### src/rtl/u8sd_pkg.sv
// ============================================================================
// u8sd_pkg
// Shared widths, byte-class constants and the queue descriptor type for the
// UTF-8 stream decoder.
// ============================================================================
package u8sd_pkg;

    // Field widths
    localparam int CP_W    = 21;
    localparam int BYTE_W  = 8;
    localparam int LEN_W   = 3;

    // Descriptor queue between front and back (power of two)
    localparam int QUEUE_DEPTH = 4;
    localparam int QUEUE_AW    = $clog2(QUEUE_DEPTH);
    localparam int QUEUE_CW    = $clog2(QUEUE_DEPTH + 1);

    // Reset value of the error code point register (replacement character)
    localparam logic [CP_W-1:0] ERROR_VALUE_RST = 21'h00FFFD;

    // Surrogate range, rejected on completion
    localparam logic [CP_W-1:0] SURR_LO = 21'h00D800;
    localparam logic [CP_W-1:0] SURR_HI = 21'h00DFFF;

    // Sequence lengths
    localparam logic [LEN_W-1:0] LEN_ONE   = 3'd1;
    localparam logic [LEN_W-1:0] LEN_TWO   = 3'd2;
    localparam logic [LEN_W-1:0] LEN_THREE = 3'd3;
    localparam logic [LEN_W-1:0] LEN_FOUR  = 3'd4;

    // Byte classes found by the front
    typedef enum logic [2:0] {
        BC_ASCII,
        BC_LEAD2,
        BC_LEAD3,
        BC_LEAD4,
        BC_CONT,
        BC_BAD
    } t_byte_class;

    // One queued step: a run of error beats, then an optional good beat
    typedef struct packed {
        logic [LEN_W-1:0] err_cnt;
        logic             has_good;
        logic [CP_W-1:0]  cp;
        logic [LEN_W-1:0] len;
        logic             fin;
    } t_desc;

    // Queue status seen by the front and the back
    typedef struct packed {
        logic full;
        logic empty;
    } t_q_status;

    // Classify one raw byte
    function automatic t_byte_class classify(input logic [BYTE_W-1:0] b);
        t_byte_class c;
        if (!b[7])                  c = BC_ASCII;
        else if (b[7:6] == 2'b10)   c = BC_CONT;
        else if (b[7:5] == 3'b110)  c = BC_LEAD2;
        else if (b[7:4] == 4'b1110) c = BC_LEAD3;
        else if (b[7:3] == 5'b11110) c = BC_LEAD4;
        else                        c = BC_BAD;
        return c;
    endfunction

endpackage

### src/rtl/u8sd_front.sv
// ============================================================================
// u8sd_front
// Accepts raw bytes, tracks the pending sequence and turns each step into a
// descriptor (error run plus optional decoded code point) for the queue.
// ============================================================================
module u8sd_front
    import u8sd_pkg::*;
(
    input  logic              i_clk,
    input  logic              i_rst_n,
    input  logic              i_in_valid,
    output logic              o_in_stall,
    input  logic [BYTE_W-1:0] i_byte_in,
    input  logic              i_final_byte,
    input  t_q_status         i_q_status,
    output logic              o_push,
    output t_desc             o_desc
);

    logic [CP_W-1:0]  r_partial, n_partial;
    logic [LEN_W-1:0] r_exp_len, n_exp_len;
    logic [LEN_W-1:0] r_held,    n_held;

    t_byte_class      cls;
    logic             accept;
    logic             pending;
    logic [CP_W-1:0]  acc;
    logic [LEN_W-1:0] held_inc;
    logic [LEN_W-1:0] err_cnt;
    logic             has_good;
    logic [CP_W-1:0]  good_cp;
    logic [LEN_W-1:0] good_len;

    assign o_in_stall = i_q_status.full;
    assign accept     = i_in_valid && !i_q_status.full;
    assign pending    = (r_exp_len != '0);
    assign cls        = classify(i_byte_in);
    assign acc        = {r_partial[CP_W-7:0], i_byte_in[5:0]};
    assign held_inc   = r_held + LEN_ONE;

    // Step decode: sequence update, error count and good result
    always_comb begin
        n_partial = r_partial;
        n_exp_len = r_exp_len;
        n_held    = r_held;
        err_cnt   = '0;
        has_good  = 1'b0;
        good_cp   = '0;
        good_len  = LEN_ONE;

        if (pending && cls == BC_CONT) begin
            n_partial = acc;
            n_held    = held_inc;
            if (held_inc >= r_exp_len) begin
                if (acc >= SURR_LO && acc <= SURR_HI) begin
                    err_cnt = r_exp_len;
                end else begin
                    has_good = 1'b1;
                    good_cp  = acc;
                    good_len = r_exp_len;
                end
                n_partial = '0;
                n_exp_len = '0;
                n_held    = '0;
            end
        end else begin
            // broken sequence: one error per held byte, then decode fresh
            if (pending) begin
                err_cnt   = r_held;
                n_partial = '0;
                n_exp_len = '0;
                n_held    = '0;
            end
            unique case (cls)
                BC_ASCII: begin
                    has_good = 1'b1;
                    good_cp  = {{(CP_W-BYTE_W){1'b0}}, i_byte_in};
                end
                BC_LEAD2: begin
                    n_partial = {{(CP_W-5){1'b0}}, i_byte_in[4:0]};
                    n_exp_len = LEN_TWO;
                    n_held    = LEN_ONE;
                end
                BC_LEAD3: begin
                    n_partial = {{(CP_W-4){1'b0}}, i_byte_in[3:0]};
                    n_exp_len = LEN_THREE;
                    n_held    = LEN_ONE;
                end
                BC_LEAD4: begin
                    n_partial = {{(CP_W-3){1'b0}}, i_byte_in[2:0]};
                    n_exp_len = LEN_FOUR;
                    n_held    = LEN_ONE;
                end
                default: begin
                    err_cnt = err_cnt + LEN_ONE;
                end
            endcase
        end

        // end of stream flushes whatever is still pending
        if (i_final_byte && n_exp_len != '0) begin
            err_cnt   = err_cnt + n_held;
            n_partial = '0;
            n_exp_len = '0;
            n_held    = '0;
        end
    end

    // Descriptor toward the queue; steps with no result are dropped
    assign o_push          = accept && (has_good || err_cnt != '0);
    assign o_desc.err_cnt  = err_cnt;
    assign o_desc.has_good = has_good;
    assign o_desc.cp       = good_cp;
    assign o_desc.len      = good_len;
    assign o_desc.fin      = i_final_byte;

    // Sequence state
    always_ff @(posedge i_clk) begin
        if (!i_rst_n) begin
            r_partial <= '0;
            r_exp_len <= '0;
            r_held    <= '0;
        end else if (accept) begin
            r_partial <= n_partial;
            r_exp_len <= n_exp_len;
            r_held    <= n_held;
        end
    end

`ifndef ASSERT_OFF
    a_no_len_one: assert property (@(posedge i_clk) disable iff (!i_rst_n)
        r_exp_len != LEN_ONE)
        else $error("pending sequence length of one");

    a_held_range: assert property (@(posedge i_clk) disable iff (!i_rst_n)
        (r_exp_len == '0) ? (r_held == '0) : (r_held != '0 && r_held < r_exp_len))
        else $error("held byte count out of range");
`endif

endmodule

### src/rtl/u8sd_queue.sv
// ============================================================================
// u8sd_queue
// Small descriptor FIFO that decouples the byte front from the beat back.
// ============================================================================
module u8sd_queue
    import u8sd_pkg::*;
(
    input  logic      i_clk,
    input  logic      i_rst_n,
    input  logic      i_push,
    input  t_desc     i_desc,
    input  logic      i_pop,
    output t_desc     o_head,
    output t_q_status o_status
);

    t_desc               r_mem [QUEUE_DEPTH];
    logic [QUEUE_AW-1:0] r_wr_ptr;
    logic [QUEUE_AW-1:0] r_rd_ptr;
    logic [QUEUE_CW-1:0] r_count, n_count;

    assign o_status.full  = (r_count == QUEUE_CW'(QUEUE_DEPTH));
    assign o_status.empty = (r_count == '0);
    assign o_head         = r_mem[r_rd_ptr];

    // Occupancy
    always_comb begin
        n_count = r_count;
        case ({i_push, i_pop})
            2'b10:   n_count = r_count + QUEUE_CW'(1);
            2'b01:   n_count = r_count - QUEUE_CW'(1);
            default: n_count = r_count;
        endcase
    end

    // Pointers and count
    always_ff @(posedge i_clk) begin
        if (!i_rst_n) begin
            r_wr_ptr <= '0;
            r_rd_ptr <= '0;
            r_count  <= '0;
        end else begin
            r_count <= n_count;
            if (i_push) r_wr_ptr <= r_wr_ptr + QUEUE_AW'(1);
            if (i_pop)  r_rd_ptr <= r_rd_ptr + QUEUE_AW'(1);
        end
    end

    // Entry storage
    always_ff @(posedge i_clk) begin
        if (i_push) r_mem[r_wr_ptr] <= i_desc;
    end

`ifndef ASSERT_OFF
    a_no_overflow: assert property (@(posedge i_clk) disable iff (!i_rst_n)
        !(i_push && o_status.full))
        else $error("push into full queue");

    a_no_underflow: assert property (@(posedge i_clk) disable iff (!i_rst_n)
        !(i_pop && o_status.empty))
        else $error("pop from empty queue");
`endif

endmodule

### src/rtl/u8sd_back.sv
// ============================================================================
// u8sd_back
// Replays each queued descriptor as result beats: its errors one per cycle
// unless stalled, then any decoded code point, into a registered output stage.
// ============================================================================
module u8sd_back
    import u8sd_pkg::*;
(
    input  logic             i_clk,
    input  logic             i_rst_n,
    input  t_desc            i_head,
    input  t_q_status        i_q_status,
    output logic             o_pop,
    input  logic [CP_W-1:0]  i_error_value,
    output logic             o_out_valid,
    input  logic             i_out_stall,
    output logic [CP_W-1:0]  o_code_point,
    output logic [LEN_W-1:0] o_byte_count,
    output logic             o_is_error,
    output logic             o_run_last,
    output logic             o_stream_done
);

    logic [LEN_W-1:0] r_idx;
    logic             r_out_valid;
    logic [CP_W-1:0]  r_cp;
    logic [LEN_W-1:0] r_cnt;
    logic             r_err;
    logic             r_last;
    logic             r_done;

    logic             load;
    logic             beat_err;
    logic             beat_last;

    // Beat selection within the head descriptor
    assign load      = !i_q_status.empty && (!r_out_valid || !i_out_stall);
    assign beat_err  = (r_idx < i_head.err_cnt);
    assign beat_last = i_head.has_good ? (r_idx == i_head.err_cnt)
                                       : (r_idx == i_head.err_cnt - LEN_ONE);
    assign o_pop     = load && beat_last;

    // Beat counter
    always_ff @(posedge i_clk) begin
        if (!i_rst_n) begin
            r_idx <= '0;
        end else if (load) begin
            r_idx <= beat_last ? '0 : r_idx + LEN_ONE;
        end
    end

    // Output stage control
    always_ff @(posedge i_clk) begin
        if (!i_rst_n) begin
            r_out_valid <= 1'b0;
        end else if (load) begin
            r_out_valid <= 1'b1;
        end else if (!i_out_stall) begin
            r_out_valid <= 1'b0;
        end
    end

    // Output stage payload
    always_ff @(posedge i_clk) begin
        if (load) begin
            r_cp   <= beat_err ? i_error_value : i_head.cp;
            r_cnt  <= beat_err ? LEN_ONE : i_head.len;
            r_err  <= beat_err;
            r_last <= beat_last;
            r_done <= beat_last && i_head.fin;
        end
    end

    assign o_out_valid   = r_out_valid;
    assign o_code_point  = r_cp;
    assign o_byte_count  = r_cnt;
    assign o_is_error    = r_err;
    assign o_run_last    = r_last;
    assign o_stream_done = r_done;

endmodule

### src/rtl/utf8_stream_decoder_unit.sv
// ============================================================================
// utf8_stream_decoder_unit
// Streaming UTF-8 decoder: bytes in, code points with byte lengths out.
// ============================================================================
// Usage:
//   Input channel (i_in_valid / o_in_stall): one byte per beat with a flag
//   on the last byte of the stream. o_in_stall rises only when the four-entry
//   descriptor queue is full.
//   Output channel (o_out_valid / i_out_stall): one result per beat. A byte
//   that completes a character, or fails one, gives one to four beats; a
//   lead or inner continuation byte gives none. run_last marks the last beat
//   of an input byte, stream_done the last beat of the final byte.
//   Config channel (i_cfg_valid / o_cfg_ready): sets the error code point;
//   always ready. Write it only while no results are outstanding.
// Timing:
//   First beat of a byte passes the descriptor queue, then the output
//   register. A byte is taken every cycle while the queue is not full; the
//   back end sends one beat per cycle unless stalled, and the queue absorbs
//   a byte with several results. When the receiver stalls, the output
//   register holds and the queue fills, after which the input stalls.
// Reset: synchronous, clears the pending sequence, the queue and the output;
//   the error code point returns to U+FFFD.
// ============================================================================
module utf8_stream_decoder_unit
    import u8sd_pkg::*;
(
    input  logic              i_clk,
    input  logic              i_rst_n,
    input  logic              i_in_valid,
    output logic              o_in_stall,
    input  logic [BYTE_W-1:0] i_byte_in,
    input  logic              i_final_byte,
    output logic              o_out_valid,
    input  logic              i_out_stall,
    output logic [CP_W-1:0]   o_code_point,
    output logic [LEN_W-1:0]  o_byte_count,
    output logic              o_is_error,
    output logic              o_run_last,
    output logic              o_stream_done,
    input  logic              i_cfg_valid,
    output logic              o_cfg_ready,
    input  logic [CP_W-1:0]   i_cfg_data
);

    logic [CP_W-1:0] r_error_value;
    t_q_status       q_status;
    t_desc           push_desc;
    t_desc           head_desc;
    logic            push;
    logic            pop;

    // Error code point register
    assign o_cfg_ready = 1'b1;

    always_ff @(posedge i_clk) begin
        if (!i_rst_n) begin
            r_error_value <= ERROR_VALUE_RST;
        end else if (i_cfg_valid && o_cfg_ready) begin
            r_error_value <= i_cfg_data;
        end
    end

    // Byte front
    u8sd_front u_front (
        .i_clk        (i_clk),
        .i_rst_n      (i_rst_n),
        .i_in_valid   (i_in_valid),
        .o_in_stall   (o_in_stall),
        .i_byte_in    (i_byte_in),
        .i_final_byte (i_final_byte),
        .i_q_status   (q_status),
        .o_push       (push),
        .o_desc       (push_desc)
    );

    // Descriptor queue
    u8sd_queue u_queue (
        .i_clk    (i_clk),
        .i_rst_n  (i_rst_n),
        .i_push   (push),
        .i_desc   (push_desc),
        .i_pop    (pop),
        .o_head   (head_desc),
        .o_status (q_status)
    );

    // Beat back end
    u8sd_back u_back (
        .i_clk         (i_clk),
        .i_rst_n       (i_rst_n),
        .i_head        (head_desc),
        .i_q_status    (q_status),
        .o_pop         (pop),
        .i_error_value (r_error_value),
        .o_out_valid   (o_out_valid),
        .i_out_stall   (i_out_stall),
        .o_code_point  (o_code_point),
        .o_byte_count  (o_byte_count),
        .o_is_error    (o_is_error),
        .o_run_last    (o_run_last),
        .o_stream_done (o_stream_done)
    );

endmodule
### config.mk
export PLATFORM = sky130hd
export DESIGN_NAME = utf8_stream_decoder_unit
export DESIGN_NICKNAME = d
export VERILOG_FILES = /design/src/rtl/u8sd_pkg.sv /design/src/rtl/u8sd_front.sv /design/src/rtl/u8sd_queue.sv /design/src/rtl/u8sd_back.sv /design/src/rtl/utf8_stream_decoder_unit.sv
export SDC_FILE = /design/constraint.sdc
export NUM_CORES = 1
export LEC_CHECK = 0
export ABC_AREA = 1
export BUFFER_PORTS_ARGS = -buffer_cell sky130_fd_sc_hd__clkbuf_2
export CAP_MARGIN = 20
export CORE_MARGIN = 4
export CORE_UTILIZATION = 54
export DETAILED_ROUTE_END_ITERATION = 6
export GPL_ROUTABILITY_DRIVEN = 1
export PLACE_DENSITY = 0.75
export SKIP_CTS_REPAIR_TIMING = 1
export SLEW_MARGIN = 20
export SYNTH_ARGS = -nofsm -noshare
export SYNTH_HDL_FRONTEND = slang
export SYNTH_HIERARCHICAL = 1
export SYNTH_SLANG_ARGS = --single-unit
### constraint.sdc
create_clock -name i_clk -period 4.4 [get_ports i_clk]
set_clock_uncertainty 0.15 [all_clocks]
set_input_delay 0.44 -clock i_clk [delete_from_list [all_inputs] [get_ports i_clk]]
set_output_delay 0.44 -clock i_clk [all_outputs]
set_load 0.01 [all_outputs]
==> impl_metrics.toml, run 1 <==
[layout]
area_growth_pct = 12.7
fill_cells = 1296
final_layout_size_suffix_gt1_share_pct = 19.9
final_nets = 969
n_antenna_cell = 0

[yosys]
ys_ff_latch = 198
synth_commonest_cells = "nand2_1, edfxtp_1, nor2_1"
synth_area_um2 = 8780
synth_top_area_cell = "edfxtp_1"
synth_edf_count = 143
synth_top_area_share_pct = 48.9
synthArstFlopShare_pct = 0
ys.flop_type = "edfxtp_1"
yosysMostFrequentCell = "nand2_1"
yosysWarnings = 6
yosysSeqAreaShare_pct = 61.4
netlist_top_cells_area = "edfxtp_1, dfxtp_1, nand2_1, nor2_1, o21ai_0"
synth_nets = 912
syn_area_per_cell_um2 = 10.2
yosysUniqueCellTypes = 38
synth_cells = 859

[pwr]
leakage_nw = 3.92
ir_drop_v = 0.000307
powerDensity_nw_per_um2 = 515
fin_total_pwr_mw = 5.10

[clock_network]
root_buffer = "clkbuf_16"
cts_sinks = 198
clk_latency_ns = 0.43
cts_tree = "built"
cts_max_path_buffers = 2
clk_pin_slew_ns = 0.07
numCtsBuffers = 17
htree_levels = 4

[route]
wl_met2_um = 8320
wl_met3_um = 1190
highest_layer = "met4"
drtIter0Drc = 466
drtAntennaViolNets = 0
drc = 0
first_pass_iters = 5
viasPerCell = 5.21
wl_met1_um = 8010
via_count = 5970
wl_um = 17700
routedWlPerCell_um = 15.5

[floorplanning]
die_y_um = 136
core_um2 = 15900
pin_count = 65
die_area_um2 = 18400
start_util_pct = 55.3
row_count = 46
die_w_um = 136

[critical_path]
arrival_ns = 4.26
r2r_end = "u_queue/r_count[2]$_SDFFE_PN0P_"
crit_type = "flip-flop to flip-flop"
r2r_slack_ns = 0.32
cp-start-kind = "flip-flop"
startpoint = "u_front/r_held[0]$_SDFFE_PN0P_"
reg2reg_from = "u_front/r_held[0]$_SDFFE_PN0P_"
end_kind = "flip-flop"
reg2reg_depth = 25
cp_data_required_time_ns = 4.58
crit_end = "u_queue/r_count[2]$_SDFFE_PN0P_"
crit_fanout = 6

[place]
hpwl_um = 11500
io_buffers = 63
gp_congestion = 0.897

[sta]
finalMaxSlewViolations = 0
fin_crit_sh_pct = 92.8
setup_viol = 0
hold_viol = 0
max_slew_margin_pct = 63.0
min_period_ns = 4.08
tns_ns = 0
fmax_mhz = 245
rsz0062_at_grt = "no"
worst_pin_slew_ns = 0.550

[global_route]
grt_pass1_vias = 5703
grt_pass1_wl_um = 28400
antenna_found_initial = 0
track_usage_pct = 19.9
overflow = 0
grt_max_degree = 40

[worst_hold_path]
hold_class = "input pin to flip-flop"

[run_status]
status = "finished clean"

[flow_run]
max_cap_violations = 0
layout by cell type (no fill, tap or decap), types with 11 or more instances in the layout:
| cell type | n |
|---|---|
| buf_4 | 11 |
| ha_1 | 14 |
| inv_1 | 72 |
| nand3_1 | 47 |
| a21oi_1 | 26 |
| clkbuf_16 | 17 |
| nor2_1 | 100 |
| edfxtp_1 | 143 |
| o21ai_1 | 11 |
| nor2_2 | 22 |
| clkbuf_2 | 63 |
| o22ai_2 | 19 |
| nand2_1 | 180 |
| o21ai_0 | 66 |
| dfxtp_1 | 54 |
report_power, final:
| group | total (mW) | internal [mW] | leakage [nW] | switching (mW) |
|---|---|---|---|---|
| Clock | 1.63 | 0.956 | 0.299 | 0.676 |
| Combinational | 1.09 | 0.352 | 1.84 | 0.740 |
| Sequential | 2.38 | 2.30 | 1.78 | 0.0736 |
| Total | 5.10 | 3.61 | 3.92 | 1.49 |
layer usage:
layer	up-vias	GRT usage [%]
li1	2992	-
met1	2772	28.0
met2	191	31.9
met3	15	4.05
met4	0	5.38
met5	-	0
layout make-up:
cell class	instances	area, µm²	share of cell area [%]
clock inverter	15	203	2.05
inverter	83	319	3.22
sequential	198	5400	54.5
timing repair buffer	76	438	4.42
tap	216	270	2.73
clock buffer	17	425	4.30
multi-input combinational	540	2850	28.8
registers in the layout, indices dropped and copies added (netlist names), named ones only:
name                  flops
u_queue/r_mem           116
r_error_value            21
u_back/o_code_point      21
u_front/r_partial        15
u_back/o_byte_count       3
u_back/r_idx              3
u_front/r_exp_len         3
u_front/r_held            3
u_queue/r_count           3
u_queue/r_rd_ptr          2
u_queue/r_wr_ptr          2
u_back/o_is_error         1
u_back/o_out_valid        1
u_back/o_run_last         1
u_back/o_stream_done      1
worst min-delay path by stage:
stage | from | endpoint | cells past startpoint
4_1_cts | i_cfg_data[14] | r_error_value[14]$_SDFFE_PN1P_ | 3
3_3_place_gp | u_queue/r_rd_ptr[1]$_SDFFE_PN0P_ | flip-flop | 1
6_report | i_cfg_data[12] | r_error_value[12]$_SDFFE_PN1P_ | 3
2_1_floorplan | u_queue/r_rd_ptr[1]$_SDFFE_PN0P_ | flip-flop | 1
3_5_place_dp | u_queue/r_rd_ptr[1]$_SDFFE_PN0P_ | flip-flop | 1
5_1_grt | i_cfg_data[12] | r_error_value[12]$_SDFFE_PN1P_ | 3
worst max-delay path: stages, from the launching register on:
cell      delay, ns
dfxtp_2        0.36
ha_1           0.21
xnor2_1        0.13
inv_1          0.10
ha_4           0.23
a21oi_2        0.15
nand3_2        0.09
nand2_2        0.14
inv_2          0.10
a221oi_4       0.22
ha_2           0.23
fa_1           0.41
nand3_1        0.11
nand3_1        0.08
nor2_1         0.11
a21oi_2        0.10
inv_2          0.10
ha_1           0.16
inv_1          0.07
fa_1           0.39
inv_1          0.08
nand2_1        0.07
nand3_1        0.07
nand2_1        0.05
inv_1          0.04
nor2_1         0.03
through the flow:
| step | setup slack [ns] | instances | area (µm²) | utilization, % | hold slack [ns] |
|---|---|---|---|---|---|
| 4_1_cts | 0.0338 | 1145 | 9860 | 62.1 | 0.0494 |
| 5_1_grt | 0.0666 | 1145 | 9900 | 62.3 | 0.0569 |
| 3_5_place_dp | 0.0409 | 1113 | 9230 | 58.1 | 0.290 |
| 3_3_place_gp | 0.229 | 1113 | 9230 | 58.1 | 0.272 |
| 6_report | 0.319 | 1145 | 9900 | 62.3 | 0.0678 |
| 2_1_floorplan | 0.351 | 859 | 8780 | - | 0.262 |
kinds of logic after synthesis:
| kind of cell | after synthesis | synth area share [%] |
|---|---|---|
| AO/OA/AOI/OAI | 139 | 9.96 |
| XOR/XNOR | 3 | 0.299 |
| adder cells (fa/ha/maj) | 18 | 2.73 |
| buffers and inverters | 121 | 6.61 |
| flip-flops | 198 | 61.4 |
| other | 1 | 0.0427 |
| AND/OR/NAND/NOR | 379 | 18.9 |
No activity file was read; power rests on OpenSTA's default activity.
==> run 2, diff against run 1 <==
Settings changed: CELL_PAD_IN_SITES_DETAIL_PLACEMENT set to 2, CELL_PAD_IN_SITES_GLOBAL_PLACEMENT set to 2, CORE_UTILIZATION 54 to 35, PLACE_DENSITY 0.75 to 0.74.
==> run 2 against run 1 <==
Via count rose by 4.4%; fmax shrank 0.78%; sequential share of layout area shrank 0.89 points; core utilization is 21 points lower; non-clock buffer count up 5; cell area is 1.7% higher; clock power decreased by 6%; wire length rose by 38%; critical path type unchanged.
==> impl_metrics.toml, run 2 (synthesis results as in run 1) <==
[critical_path]
crit_top_cell = "nand3_1"
end_kind = "flip-flop"
r2r_slack_ns = 0.29
crit_fanout = 6
arrival_ns = 4.30
crit_type = "flip-flop to flip-flop"
worst_path_largest_cell_delay_ns = 0.40
reg2reg_depth = 26
reg2reg_from = "u_front/r_held[0]$_SDFFE_PN0P_"
cpMaxStageDelayCell = "fa_1"
cp_data_required_time_ns = 4.59
r2r_end = "u_queue/r_count[2]$_SDFFE_PN0P_"
path_buf_inv = 6
crit_family = "adder cells"
cp-start-kind = "flip-flop"

[route]
wl_um = 24400
drc = 0
wl_met3_um = 723
highest_layer = "met4"
drtIter0Drc = 430
wl_met2_um = 12100
routedWlPerCell_um = 19.4
first_pass_iters = 4
via_count = 6230
drtAntennaViolNets = 0
wl_met1_um = 11200
viasPerCell = 4.95

[layout]
largest_reg_flops = 116
final_cells = 1258
final_layout_size_suffix_gt1_share_pct = 20.7
final_cell_mix = "nand2_1, edfxtp_1, nor2_1"
final_common_cell = "nand2_1"
n_antenna_cell = 0
utilization_pct = 41.0
top_register = "u_queue/r_mem"
area_growth_pct = 14.6
final_nets = 974

[floorplanning]
core_um2 = 24500
pin_count = 65
row_count = 57
die_y_um = 166
start_util_pct = 35.8
die_w_um = 166
die_area_um2 = 27700

[place]
io_buffers = 63
hpwl_um = 16200
place_inst = 1224
dpl_worst_slack_ns = -0.0556
gp_congestion = 0.815

[worst_hold_path]
min_from = "i_cfg_data[9]"
hold_end = "r_error_value[9]$_SDFFE_PN1P_"
hold_class = "input pin to flip-flop"
hold_depth = 3

[clock_network]
htree_levels = 4
numCtsBuffers = 17
cts_tree = "built"
cts_sinks = 198
cts_max_path_buffers = 2
clk_pin_slew_ns = 0.08
clk_latency_ns = 0.45
root_buffer = "clkbuf_16"

[sta]
rsz0062_at_grt = "no"
fin_crit_sh_pct = 93.5
min_period_ns = 4.11
setup_viol = 0
finalMaxSlewViolations = 0
hold_viol = 0
worst_pin_slew_ns = 0.689
fin_ws_ns = 0.287
fmax_mhz = 243
max_slew_margin_pct = 53.6

[flow_run]
max_cap_violations = 0

[global_route]
grt_pass1_vias = 6911
track_usage_pct = 17.8
overflow = 0
antenna_found_initial = 0
grt_max_degree = 43
grt_pass1_wl_um = 39000

[pwr]
powerDensity_nw_per_um2 = 509
fin_total_pwr_mw = 5.13
ir_drop_v = 0.000290
leakage_nw = 3.94

[run_status]
status = "finished clean"
[run 2: changes by cell type in the layout (fill, tap and decap cells not counted), moves of 2 or more]
cell / change
bufinv_16: -4
inv_8: +5
clkinv_2: -2
clkinvlp_4: -3
buf_4: +3
clkinv_8: +2
buf_12: +2
[run 2: how the worst max path moves through the flow]
stage	cells past startpoint	endpoint	slack, ns	startpoint
2_1_floorplan	25	u_queue/r_count[2]$_SDFFE_PN0P_	0.35	u_front/r_held[0]$_SDFFE_PN0P_
3_3_place_gp	25	u_queue/r_count[2]$_SDFFE_PN0P_	0.19	u_front/r_held[0]$_SDFFE_PN0P_
3_5_place_dp	25	u_queue/r_count[2]$_SDFFE_PN0P_	-0.06	u_front/r_held[0]$_SDFFE_PN0P_
4_1_cts	25	u_queue/r_count[2]$_SDFFE_PN0P_	-0.11	u_front/r_held[0]$_SDFFE_PN0P_
5_1_grt	26	u_queue/r_count[2]$_SDFFE_PN0P_	0.01	u_front/r_held[0]$_SDFFE_PN0P_
6_report	26	u_queue/r_count[2]$_SDFFE_PN0P_	0.29	u_front/r_held[0]$_SDFFE_PN0P_
[run 2: routing by layer]
layer  track usage (%)  up-vias
li1                  -     3013
met1              23.0     3107
met2              31.0       91
met3              2.75       19
met4              5.05        0
met5                 0        -
[run 2: cell type report]
type,instances,area [µm²]
Clock inverter,15,156
Multi-Input combinational cell,540,2860
Sequential cell,198,5400
Timing Repair Buffer,81,500
Inverter,83,319
Fill cell,2645,14500
Tap cell,324,405
Clock buffer,17,425
[run 2: worst reg2reg max path: cells and delay by family (launching register included)]
family | cells | cell delay [ns]
and+or+nand+nor | 12 | 1.12
AOI/OAI and AO/OA | 1 | 0.08
xor gates and xnor gates | 1 | 0.13
DFF | 1 | 0.38
buffers and inverters | 6 | 0.53
adders and majority gates | 6 | 1.61
[run 2: power by group]
group	total, mW	leakage (nW)	internal (mW)	switching, mW
clock	1.54	0.287	0.763	0.777
combinational	1.20	1.87	0.369	0.826
sequential	2.39	1.78	2.30	0.0904
[run 2: per-stage QoR]
step | setup TNS (ns) | hold slack, ns | area, µm²
after global placement | 0 | 0.283 | 9410
after CTS | -0.108 | 0.0400 | 10000
after floorplan | 0 | 0.262 | 8780
after detailed placement | -0.0556 | 0.301 | 9410
after global routing | 0 | 0.0553 | 10100
final | 0 | 0.0498 | 10100
